File: config.mk
export PLATFORM = sky130hd
export DESIGN_NAME = lcfc_core
export DESIGN_NICKNAME = d
export VERILOG_FILES = /design/src/design/lcfc_pkg.sv /design/src/design/lcfc_core.sv
export SDC_FILE = /design/constraint.sdc
export NUM_CORES = 1
export LEC_CHECK = 0
export ABC_AREA = 1
export BUFFER_PORTS_ARGS = -buffer_cell sky130_fd_sc_hd__buf_2
export CAP_MARGIN = 25
export CORE_ASPECT_RATIO = 2
export CORE_UTILIZATION = 45
export CTS_CLUSTER_DIAMETER = 80
export DETAILED_ROUTE_END_ITERATION = 7
export GPL_TIMING_DRIVEN = 1
export PLACE_DENSITY = 0.64
export SYNTH_ARGS = -nofsm -noshare
export SYNTH_HDL_FRONTEND = slang
export SYNTH_SLANG_ARGS = --single-unit
File: constraint.sdc
create_clock -name aclk -period 4.31 [get_ports aclk]
set_input_delay 0.431 -clock aclk [delete_from_list [all_inputs] [get_ports aclk]]
set_output_delay 0.431 -clock aclk [all_outputs]
set_load 0.1 [all_outputs]
File: src/design/lcfc_pkg.sv
// shared types, constants and crc helpers for the length and crc frame checker
package lcfc_pkg;

    // verdict codes
    typedef enum logic [1:0] {
        STATUS_OK  = 2'd0,
        STATUS_BAD = 2'd1,
        STATUS_CRC = 2'd2
    } status_t;

    // one result transfer
    typedef struct packed {
        logic [7:0]  payload_byte;
        logic        payload_valid;
        logic        frame_done;
        status_t     status;
        logic [14:0] frame_tag;
        logic [15:0] body_len;
    } lcfc_result_t;

    localparam int unsigned COUNT_W      = 17;
    localparam logic [COUNT_W-1:0] MIN_FRAME_LEN = 17'd6;
    localparam logic [COUNT_W-1:0] PAYLOAD_START = 17'd4;
    localparam logic [15:0] OVERHEAD_LEN  = 16'd6;
    localparam logic [15:0] CRC_LEN       = 16'd2;
    localparam logic [14:0] ID_REMAP_BASE = 15'd5000;

    // crc-16/arc nibble table, reflected poly 0xA001
    localparam logic [15:0] NIB_TABLE [16] = '{
        16'h0000, 16'hCC01, 16'hD801, 16'h1400, 16'hF001, 16'h3C00, 16'h2800, 16'hE401,
        16'hA001, 16'h6C00, 16'h7800, 16'hB401, 16'h5000, 16'h9C01, 16'h8801, 16'h4400
    };

    // one nibble step of the reflected crc
    function automatic logic [15:0] nib_step(input logic [15:0] c, input logic [3:0] nib);
        nib_step = {4'h0, c[15:4]} ^ NIB_TABLE[c[3:0]] ^ NIB_TABLE[nib];
    endfunction

    // fold one byte, low nibble first
    function automatic logic [15:0] crc_byte(input logic [15:0] c, input logic [7:0] b);
        logic [15:0] mid;
        mid      = nib_step(c, b[3:0]);
        crc_byte = nib_step(mid, b[7:4]);
    endfunction

endpackage

File: src/design/lcfc_core.sv
// frame state, running crc and verdict logic for one byte per step
module lcfc_core import lcfc_pkg::*; (
    input  logic         aclk,
    input  logic         aresetn,
    input  logic         step_en,
    input  logic [7:0]   data_byte,
    input  logic         last_byte,
    output lcfc_result_t result
);

    logic [15:0]        crc_reg, crc_next;
    logic [COUNT_W-1:0] count_reg, count_next;
    logic [15:0]        length_reg, length_next;
    logic [15:0]        id_reg, id_next;
    logic [7:0]         newer_reg, newer_next;
    logic [7:0]         older_reg, older_next;

    logic [COUNT_W-1:0] pos;
    logic [15:0]        len_cur;
    logic [15:0]        id_cur;
    logic [15:0]        crc_upd;
    logic [COUNT_W-1:0] n_cur;
    logic [15:0]        rx_crc;
    logic               bad_frame;

    // header capture, crc fold and counter
    always_comb begin
        pos     = count_reg;
        len_cur = length_reg;
        id_cur  = id_reg;
        case (pos)
            17'd0:   len_cur = {length_reg[15:8], data_byte};
            17'd1:   len_cur = {data_byte, length_reg[7:0]};
            17'd2:   id_cur  = {id_reg[15:8], data_byte};
            17'd3:   id_cur  = {data_byte, id_reg[7:0]};
            default: ;
        endcase

        crc_upd = (pos >= 17'd2) ? crc_byte(crc_reg, older_reg) : crc_reg;
        n_cur   = pos[COUNT_W-1] ? pos : pos + 17'd1;
        rx_crc  = {data_byte, newer_reg};

        bad_frame = (n_cur < MIN_FRAME_LEN) || n_cur[COUNT_W-1]
                    || ({1'b0, len_cur} != n_cur);
    end

    // result fields
    always_comb begin
        result               = '0;
        result.payload_byte  = data_byte;
        result.payload_valid = (pos >= PAYLOAD_START) && (len_cur >= OVERHEAD_LEN)
                               && (pos < {1'b0, len_cur - CRC_LEN});
        result.frame_done    = last_byte;
        result.status        = STATUS_OK;
        if (last_byte) begin
            if (bad_frame) begin
                result.status = STATUS_BAD;
            end else if (rx_crc != crc_upd) begin
                result.status = STATUS_CRC;
            end else begin
                result.frame_tag = id_cur[15] ? (15'(id_cur[7:0]) + ID_REMAP_BASE)
                                              : id_cur[14:0];
                result.body_len  = n_cur[15:0] - OVERHEAD_LEN;
            end
        end
    end

    // next state, cleared after the final byte
    always_comb begin
        crc_next    = crc_upd;
        count_next  = n_cur;
        length_next = len_cur;
        id_next     = id_cur;
        older_next  = newer_reg;
        newer_next  = data_byte;
        if (last_byte) begin
            crc_next    = '0;
            count_next  = '0;
            length_next = '0;
            id_next     = '0;
            older_next  = '0;
            newer_next  = '0;
        end
    end

    // frame state registers
    always_ff @(posedge aclk) begin
        if (!aresetn) begin
            crc_reg    <= '0;
            count_reg  <= '0;
            length_reg <= '0;
            id_reg     <= '0;
            newer_reg  <= '0;
            older_reg  <= '0;
        end else if (step_en) begin
            crc_reg    <= crc_next;
            count_reg  <= count_next;
            length_reg <= length_next;
            id_reg     <= id_next;
            newer_reg  <= newer_next;
            older_reg  <= older_next;
        end
    end

endmodule

# [Word level (Yosys, flattened, before mapping)]
# Memories as Yosys holds them, arrays and structs flattened.
# Index checks and enable logic that the tools add are counted.
[totals] ff_bits=81 latch_bits=0 mem_bits_rw=0 romBits=1024 in_bits=12 out_inout_bits=43 elab_cells=65 n_memories=4
[mem_list] name="(no name shown)" depth=16 word_bits=16 read_ports=1 rd_ports_with_merged_regs=0 write_ports=0 line="lcfc_pkg.sv:36" source="nib_step = {4'h0, c[15:4]} ^ NIB_TABLE[c[3:0]] ^ NIB_TABLE[nib];"
[mem_list] name="(no name shown)" depth=16 word_bits=16 read_ports=1 rd_ports_with_merged_regs=0 write_ports=0 line="lcfc_pkg.sv:36"
[mem_list] name="(no name shown)" depth=16 word_bits=16 read_ports=1 rd_ports_with_merged_regs=0 write_ports=0 line="lcfc_pkg.sv:36"
[mem_list] name="(no name shown)" depth=16 word_bits=16 read_ports=1 rd_ports_with_merged_regs=0 write_ports=0 line="lcfc_pkg.sv:36"
[op_classes] n_addsub=4 n_mul=0 n_div=0 magnitude_cmp=9 n_eq_ne=5 shifts=0 muxes=24 bitwise=8 n_reduce_logical=5
[op_table] cell="$mux 16" n=12
[op_table] cell="$pmux 16 s2" n=2
[op_table] cell="$mux 31" n=2
[op_table] cell="$eq 17x2->1 const B" n=2
[op_table] cell="$mux 17" n=2
[op_table] cell="$mux 33" n=1
[op_table] cell="$xor 12x16->16" n=2
[op_table] cell="$xor 16x16->16" n=2
[op_table] cell="$ge 5x5->1 const B" n=4
[op_table] cell="$not 4->5" n=4
[op_table] cell="$add 17x1->17 const B" n=1
[op_table] cell="$eq 17x1->1 const B" n=1
[op_table] cell="$ge 17x2->1 const B" n=1
[op_table] cell="$ge 17x3->1 const B" n=1
[op_table] cell="$logic_not 17->1" n=1
[op_table] cell="$lt 17x16->1" n=1
[op_table] cell="$lt 17x3->1 const B" n=1
[op_table] cell="$ne 16x17->1" n=1
[op_table] cell="$ge 16x3->1 const B" n=1
[op_table] cell="$mux 8" n=2
[op_table] cell="$ne 16x16->1" n=1
[op_table] cell="$sub 16x2->16 const B" n=1
[op_table] cell="$sub 16x3->16 const B" n=1
[op_table] cell="$mux 15" n=1
[op_table] cell="4 further kinds" n=7

# [Longest topological paths before layout]
# Gate-level depths: netlist of run 1.
[logic_depth] word_depth=17 depth_mapped=22 ltp_nobuf=21

# [Worst setup path after synthesis of run 1]
# Ideal clock, no wire load.
[synth_timing] kind="flip-flop to output port" startpoint="reg count_reg[0]" endpoint="out result[34] in the netlist's numbering" t_arrival_ps=4020 t_required_ps=3879 setup_slack_ps=-141 path_stages_with_launch=19 path_buffers=0 path_cell_list="dfxtp_1 -> inv_1 -> ha_1 -> nand3_1 -> inv_1 -> nand4_4 -> nand2_1 -> nand2_1 -> nor3_1 -> nand2_1 -> nor2_1 -> nand2_1 -> nor3_1 -> xor2_1 -> ha_1 -> a21oi_1 -> nand3b_1 -> o2111ai_1 -> nor2_1"
[synth_rtl] item="start, declared" line="lcfc_core.sv:12" source="logic [COUNT_W-1:0] count_reg, count_next;"
[synth_rtl] item="start signal, assigned" line="lcfc_core.sv:97" source="count_reg <= count_next;"
[synth_rtl] item="end, declared" line="lcfc_core.sv:8" source="output lcfc_result_t result"

==> results of run 1 <==
==> per-layer routing <==
layer  up-vias  global-route usage  share of wire
met5         -                   0              0
met4         0               0.278          0.094
met3       105              0.0406          0.052
met2       305               0.587           0.52
met1      3475               0.316           0.34
li1       3788                   -              -
==> final timing paths <==
kind	startpoint	slack [ns]	end	cells past startpoint
worst max register to register	count_reg[8]	1.82	id_reg[15]	12
worst min-delay path	data_byte[0]	0.41	newer_reg[0]	3
worst max-delay path	count_reg[0]	-0.02	result[34]	22
worst min register to register	id_reg[6]	0.46	id_reg[6]	2
==> power by group <==
part	internal, uW	switching, uW
logic	105	252
registers	758	9.20
clock network	526	353
total	1390	615
==> cells in the final DEF (no fill, tap or decap), types with 4 or more instances in the layout <==
cell | synthesis | routed
inv_2 | 6 | 10
inv_1 | 99 | 96
nand2_1 | 408 | 406
nor2_1 | 102 | 94
nor2_4 | 4 | 6
buf_2 | 4 | 20
nand4_1 | 14 | 14
o21ai_0 | 38 | 37
nand3_1 | 79 | 77
nor2_8 | 4 | 4
ha_1 | 22 | 20
clkbuf_16 | 0 | 9
or2_2 | 5 | 5
nand3b_1 | 5 | 5
xor2_1 | 26 | 26
nor2_2 | 9 | 15
nor3_1 | 11 | 11
buf_12 | 0 | 36
nand3_2 | 7 | 9
dfxtp_1 | 81 | 78
nand2_4 | 4 | 4
a21oi_1 | 92 | 91
xnor2_1 | 19 | 19
o22ai_1 | 9 | 9
nand2_2 | 21 | 23
buf_4 | 9 | 55
==> repair_timing <==
action,in CTS,in global routing
gates resized for setup,14,11
pin swaps,7,5
buffers inserted,11,6
gates cloned,0,1
setup endpoints to repair,5,34
hold endpoints to repair,0,0
==> cell families after synthesis <==
family                     Yosys count  synth area share
adders and majority gates           22            0.0401
AOI/OAI and AO/OA                  152             0.117
DFF                                 81             0.236
and+or+nand+nor                    683             0.449
muxes                                1           0.00164
buffers and inverters              156            0.0981
xor gates and xnor gates            45            0.0574
==> tightest hold or removal path, stage by stage <==
cell	delay, ns
buf_2	0.16
nand2_1	0.08
a21oi_1	0.05
==> per-stage QoR <==
stage / cells / hold WS [ns] / setup slack (ns) / power [uW]
finish: 1416 / 0.405 / -0.0232 / 2000
global route: 1416 / 0.438 / -0.123 / 2070
CTS: 1409 / 0.400 / -0.0411 / 2010
detailed placement: 1382 / 0.456 / -0.159 / 1120
global placement: 1381 / 0.449 / -0.130 / 1110
floorplan: 1140 / 0.442 / 0.265 / 1010
==> area by class of cell <==
cell class	count	area, um^2	share of cell area
Tap cell	195	244	0.0286
Clock inverter	6	90.1	0.0106
Sequential cell	81	1630	0.190
Clock buffer	10	239	0.0280
Multi-Input combinational cell	904	4670	0.547
Timing Repair Buffer	112	1260	0.148
Inverter	108	409	0.0479
==> results.ini, run 1 <==
[setup_path]
cp_slowest_cell=nor4_4
crit_path_max_fanout=6
cp.required_ns=3.88
cpPeakStageDelay_ns=0.51
path_buf_inv=7
cp_top_family=simple AND/OR/NAND/NOR gates
worstPathArrival_ns=3.90
critical_path.cell_chain=inv_2 > ha_4 > nand3_2 > inv_2 > nand4_4 > nand2_2 > nand2_1 > buf_4 > inv_1 > ha_4 > nand2_2 > inv_1 > nand2_1 > xor2_1 > ha_1 > nand4_1 > nor4_4 > o21ai_1 > buf_4 > a21oi_2 > nor2_2 > buf_12
end_kind=output port
start_kind=flip-flop
worstSetupPathType=reg2out

[clocking]
cts_tree=yes
clock_latency_ns=0.36
cts_buffers=9
clk_pin_slew_worst_paths_ns=0.07
cts-htree-levels=3
cts_hold_buf=0
clk_path_buf_depth=2
clock-sinks=81
cts-root-buf=clkbuf_16

[yosys]
syn_inst=1140
synth_nets=1174
ys_seq_area_frac=0.236
synth_most_common_cell=nand2_1
syn_area_per_cell_um2=6.02
synthFlopType=dfxtp_1
synth_top_area_share=0.236
synth-seq-cells=81
ys_top_cells_by_area=dfxtp_1, nand2_1, a21oi_1
async_flop_share=0
synth-edff-count=0
synth_area_leader_cell=dfxtp_1
synth.distinct_cells=47
synthTopCellsByCount=nand2_1, nor2_1, inv_1
synth_area_um2=6860
yosys_warnings=0

[cells_and_area]
diodes=0
area_growth_pct=24.4
fillers=1502
largest_reg_flops=17
final_net_count=1250
final_util=0.573
fin_area_um2=8540
drive_gt1_frac=0.183

[detailed_routing]
via_per_inst=5.42
firstDrtPassIters=5
finalWirelength_mm=24.9
wl_per_cell_um=17.6
drc_errors=0
vias=7673
drtIter0Drc=432
ant_nets=0

[place]
gp_congestion=1.02
port_buffers=54
placedInstanceArea_um2=7970
dpl.hpwl_mm=18.9

[floorplan]
start_util=0.461
die_w_um=89.3
fp.coreArea_um2=14900
die_h_um=177
num_rows=63
die_area_um2=15800
io_pins=55

[sta]
max_slew.worst_pin.slew_ns=0.904
report.final.hold_viol_count=0
skew_ns=0.00889
fin_crit_sh=1.01
fin_ws_ns=-0.0232
tns_ns=-0.0232
setup_viol=1
clock.fmax_mhz=231
rsz0062_at_grt=yes
period_minus_slack_ns=4.33
report.final.slew_viol_count=0
relSlewSlack=0.398

[min_path]
worstHoldPathType=in2reg

[power]
p_leak_uw=0.00362
ir_drop_mv=0.177
power_density_nw_per_um2=235

[status]
status=complete, but fails checks
violations=setup timing

[grt]
grt_overflow_total=0
grt_pass1_wl_mm=37.8
grt_util_all_layers=0.327
grt_pass1_vias=7353
grt_antenna_before_repair=0
grt_max_degree=78

[job]
max-cap-violations=0

Note: power is estimated with default switching activity, not from simulation.
==> run 2: changes to the inputs <==
==> constraint.sdc (replaced) <==
create_clock -name aclk -period 4.31 [get_ports aclk]
set_input_delay 0.2155 -clock aclk [delete_from_list [all_inputs] [get_ports aclk]]
set_output_delay 0.2155 -clock aclk [all_outputs]
set_load 0.1 [all_outputs]
==> results.ini, run 2 (same netlist as run 1, synthesis figures left out) <==
[status]
status=completed

[floorplan]
die_h_um=177
die_area_um2=15800
io_pins=55
num_rows=63
fp.coreArea_um2=14900
start_util=0.461
die_w_um=89.3

[detailed_routing]
ant_nets=0
firstDrtPassIters=5
via_per_inst=5.41
drc_errors=0
finalWirelength_mm=23.4
vias=7462
drtIter0Drc=506
wl_per_cell_um=17.0

[sta]
max_slew.worst_pin.slew_ns=0.885
relSlewSlack=0.410
fin_crit_sh=0.959
setup_viol=0
report.final.hold_viol_count=0
report.final.slew_viol_count=0
clock.fmax_mhz=242
tns_ns=0
rsz0062_at_grt=no
period_minus_slack_ns=4.13
holdWs_ns=0.221
skew_ns=0.0112

[setup_path]
cp_top_family=simple AND/OR/NAND/NOR gates
cp_slowest_cell=dfxtp_1
cpPeakStageDelay_ns=0.44
crit_top_cell=nand2_2
start_kind=flip-flop
path_buf_inv=4
end_kind=output port
cp.required_ns=4.09
worstSetupPathType=reg2out
r2r_setup_slack_ns=2.02
worstPathArrival_ns=3.92
crit_path_max_fanout=10
critical_path.cell_chain=nor2_4 > nand2_2 > nor2_8 > nand2_8 > nor2_8 > nand2_2 > nand2_2 > inv_1 > ha_1 > nand2_1 > inv_1 > nand2_1 > xor2_1 > ha_1 > nand4_1 > nor4_2 > buf_4 > o21ai_0 > a21oi_1 > nor2_2 > buf_12

[power]
total_power_uw=1900
ir_drop_mv=0.166
combPwrFrac=0.173
intPower_uw=1300
switchingPower_uw=600
p_leak_uw=0.00340
swShare=0.316
seq_power_share=0.405
power_density_nw_per_um2=233
clockPowerShare=0.422

[cells_and_area]
diodes=0
final_cell_mix=nand2_1, nor2_1, inv_1
largest_reg_flops=17
fillers=1560
drive_gt1_frac=0.149
final_common_cell=nand2_1
final_net_count=1213
area_growth_pct=18.8

[clocking]
cts-htree-levels=3
cts-root-buf=clkbuf_16
cts_hold_buf=0
clk_path_buf_depth=2
clock_latency_ns=0.34
cts_buffers=9
cts_tree=yes
clk_pin_slew_worst_paths_ns=0.07
clock-sinks=81

[grt]
grt_pass1_vias=7064
grt_max_degree=78
grt_pass1_wl_mm=36.3
grt_overflow_total=0
grt_util_all_layers=0.310
grt_antenna_before_repair=0

[place]
gp_congestion=0.978
dpl.hpwl_mm=17.7
port_buffers=54

[min_path]
worstHoldPathType=in2reg

[job]
max-cap-violations=0

run 2: cell count changes in the layout (fill, tap and decap cells not counted), sizes merged:
cell | before | now
buf | 112 | 76
bufinv | 2 | 1
nor3 | 14 | 13
clkinvlp | 1 | 2
run 2: timing repair:
action,in CTS,in global routing
resized for setup,4,9
endpoints found under the setup margin,1,29
setup buffers,0,2
pin swaps,0,3
run 2: worst min-delay path: cells and delay by family:
kind,cells,cell delay [ns]
AO/OA/AOI/OAI,1,0.05
AND/OR/NAND/NOR,1,0.08
buffers and inverters,1,0.16
run 2: path summary, 6_finish.rpt:
kind	start	to	cells after the start
setup / recovery	count_reg[5]	result[34]	21
hold / removal	data_byte[0]	newer_reg[0]	3
setup reg to reg	count_reg[5]	id_reg[6]	9
hold reg to reg	id_reg[5]	id_reg[5]	2
run 2: metal layers:
metal  routed length (um)  global-route usage  up-vias  part of all wire
li1                     -                   -     3709                 -
met2                12300               0.565      274              0.53
met4                 1640               0.202        0             0.070
met1                 8370               0.322     3391              0.36
met3                 1100              0.0359       88             0.047
met5                    0                   0        -                 0
run 2: final cells by class:
type	instances	area [um^2]	share of cell area
clock buffers	10	229	0.0281
clock inverters	6	67.6	0.00829
inverters	108	409	0.0502
multi-input cells	903	4620	0.567
flip-flops and latches	81	1620	0.199
well taps	195	244	0.0299
repair buffers	76	958	0.118
run 2: power by group through the flow:
stage | logic, uW | clock network (uW) | registers (uW)
floorplan | 232 | 0 | 782
global placement | 316 | 0 | 785
detailed placement | 317 | 0 | 785
CTS | 320 | 810 | 768
global route | 356 | 834 | 769
finish | 327 | 800 | 769
run 2: per-stage QoR:
stage,setup WS [ns],instance area [um^2],std cells,util
after detailed placement,0.216,7790,1361,0.523
final,0.177,8150,1379,0.547
after floorplan,0.0750,6860,1140,-
after CTS,0.0537,8110,1377,0.544
after global routing,0.00360,8150,1379,0.547
after global placement,0.278,7790,1361,0.523
==> run 3: changes to the inputs <==
--- a/config.mk
+++ b/config.mk
@@ -5,7 +5,6 @@
 export SDC_FILE = /design/constraint.sdc
 export NUM_CORES = 1
 export LEC_CHECK = 0
-export ABC_AREA = 1
 export BUFFER_PORTS_ARGS = -buffer_cell sky130_fd_sc_hd__buf_2
 export CAP_MARGIN = 25
 export CORE_ASPECT_RATIO = 2
==> results.ini, run 3 <==
[clocking]
cts_tree=yes
clk_path_buf_depth=2
cts_hold_buf=0
cts-htree-levels=3
clock_latency_ns=0.35
cts-root-buf=clkbuf_16
clock-sinks=81
clk_pin_slew_worst_paths_ns=0.06
cts_buffers=9

[job]
max-cap-violations=0

[sta]
clock.fmax_mhz=236
report.final.hold_viol_count=0
skew_ns=0.0101
max_slew.worst_pin.slew_ns=0.868
period_minus_slack_ns=4.24
fin_ws_ns=0.0745
setup_viol=0
report.final.slew_viol_count=0
relSlewSlack=0.419
rsz0062_at_grt=yes
fin_crit_sh=0.983

[place]
gp_congestion=0.974
placedInstanceArea_um2=7800
port_buffers=54
preCtsSetupSlack_ns=0.0894
dpl.hpwl_mm=17.1

[grt]
grt_antenna_before_repair=0
grt_util_all_layers=0.309
grt_overflow_total=0
grt_pass1_wl_mm=35.3
grt_pass1_vias=6375
grt_max_degree=70

[floorplan]
io_pins=55
die_h_um=174
num_rows=62
start_util=0.464
fp.coreArea_um2=14400
die_w_um=88.2
die_area_um2=15400

[cells_and_area]
final_net_count=918
area_growth_pct=25.9
final_cell_mix=dfxtp_1, nor2b_1, buf_4
diodes=0
fin_area_um2=8420
drive_gt1_frac=0.232
final_common_cell=dfxtp_1
largest_reg_flops=17

[yosys]
synth_area_um2=6690
syn_area_per_cell_um2=8.03
async_flop_share=0
synth_area_leader_cell=dfxtp_1
ys_seq_area_frac=0.242
synth_most_common_cell=dfxtp_1
synth_top_area_share=0.242
synth.distinct_cells=64
yosys_warnings=0
ys_top_cells_by_area=dfxtp_1, xnor2_1, nor2b_1
synthTopCellsByCount=dfxtp_1, nor2b_1, xnor2_1
synth-edff-count=0
synth_nets=867
synthFlopType=dfxtp_1
synth-seq-cells=81
syn_inst=833

[setup_path]
end_kind=output port
critical_path.cell_chain=buf_4 > and3b_1 > nand2_1 > nor3_2 > xnor2_1 > xnor2_1 > nor3_2 > nand4b_1 > clkbuf_8 > nor4_2 > buf_12
worstSetupPathType=reg2out
reg2reg_from=count_reg[1]
crit_path_max_fanout=25
worstPathArrival_ns=4.02
start_kind=flip-flop
cp.required_ns=4.09
cp_slowest_cell=xnor2_1
reg2reg_to=id_reg[8]
cp_top_family=simple AND/OR/NAND/NOR gates
path_buf_inv=3
cpPeakStageDelay_ns=0.65
rr_worst_depth=7
r2r_setup_slack_ns=1.77

[detailed_routing]
finalWirelength_mm=23.0
drc_errors=0
via_per_inst=6.00
drtIter0Drc=340
firstDrtPassIters=7
vias=6482
wl_per_cell_um=21.3
ant_nets=0

[power]
intPower_uw=1300
power_density_nw_per_um2=221
ir_drop_mv=0.440
total_power_uw=1860
seq_power_share=0.411
combPwrFrac=0.188
swShare=0.304
p_leak_uw=0.00314
switchingPower_uw=567
clockPowerShare=0.401

[min_path]
whs_path_depth=3
min-delay-start=data_byte[0]
worstHoldPathType=in2reg
min_to=newer_reg[0]

[status]
status=completed

run 3: logic make-up (layout without fill, tap and decap cells):
logic type | count (synthesis) | in the layout | share of synthesized area
compound gates | 192 | 192 | 0.197
mux | 6 | 6 | 0.00898
simple gates | 325 | 325 | 0.308
flops | 81 | 81 | 0.242
xor+xnor | 89 | 89 | 0.123
buf+inv | 118 | 174 | 0.0799
fa+ha+maj | 22 | 22 | 0.0411
run 3: final cells by class:
type | instances | area (um^2)
fillers | 1339 | 6010
multi-input cells | 634 | 4870
flip-flops and latches | 81 | 1620
repair buffers | 116 | 1250
clock buffers | 12 | 256
well taps | 192 | 240
inverters | 42 | 158
clock inverters | 4 | 27.5
run 3: per-stage QoR:
stage / setup TNS, ns / instances / hold slack [ns] / utilization
3_3_place_gp: 0 / 1053 / 0.499 / 0.540
4_1_cts: 0 / 1071 / 0.275 / 0.565
3_5_place_dp: 0 / 1055 / 0.502 / 0.541
5_1_grt: -0.0583 / 1081 / 0.296 / 0.584
2_1_floorplan: -11.93 / 833 / 0.477 / -
6_report: 0 / 1081 / 0.273 / 0.584
run 3: power by group through the flow:
stage | sequential [uW] | clock (uW) | combinational (uW)
final | 766 | 746 | 350
after global routing | 767 | 783 | 372
after CTS | 766 | 755 | 336
after detailed placement | 783 | 0 | 329
after global placement | 783 | 0 | 327
after floorplan | 780 | 0 | 242
run 3: worst max-delay path by stage:
stage                        from    endpoint  cells past startpoint
finish              count_reg[16]   result[3]                     11
global route         count_reg[2]  result[34]                     15
CTS                  count_reg[2]  result[34]                     15
detailed placement   count_reg[0]   result[9]                     11
global placement     count_reg[0]   result[9]                     11
floorplan           count_reg[10]  result[22]                     11
run 3: repair_timing:
item                                    in CTS  in global routing
endpoints found under the setup margin      32                 34
resized for setup                           12                 36
setup buffers                                0                 10
pin swaps                                    0                  4
run 3: worst min-delay path, delay by kind of cell:
family          cells  cell delay [ns]
compound gates      1             0.14
simple gates        1             0.05
buf+inv             1             0.17
run 3: metal layers:
metal	wire [um]	vias to the layer above	global-route usage
li1	-	3081	-
met1	7450	3084	0.295
met2	12600	207	0.577
met3	727	110	0.0347
met4	2210	0	0.226
met5	0	-	0
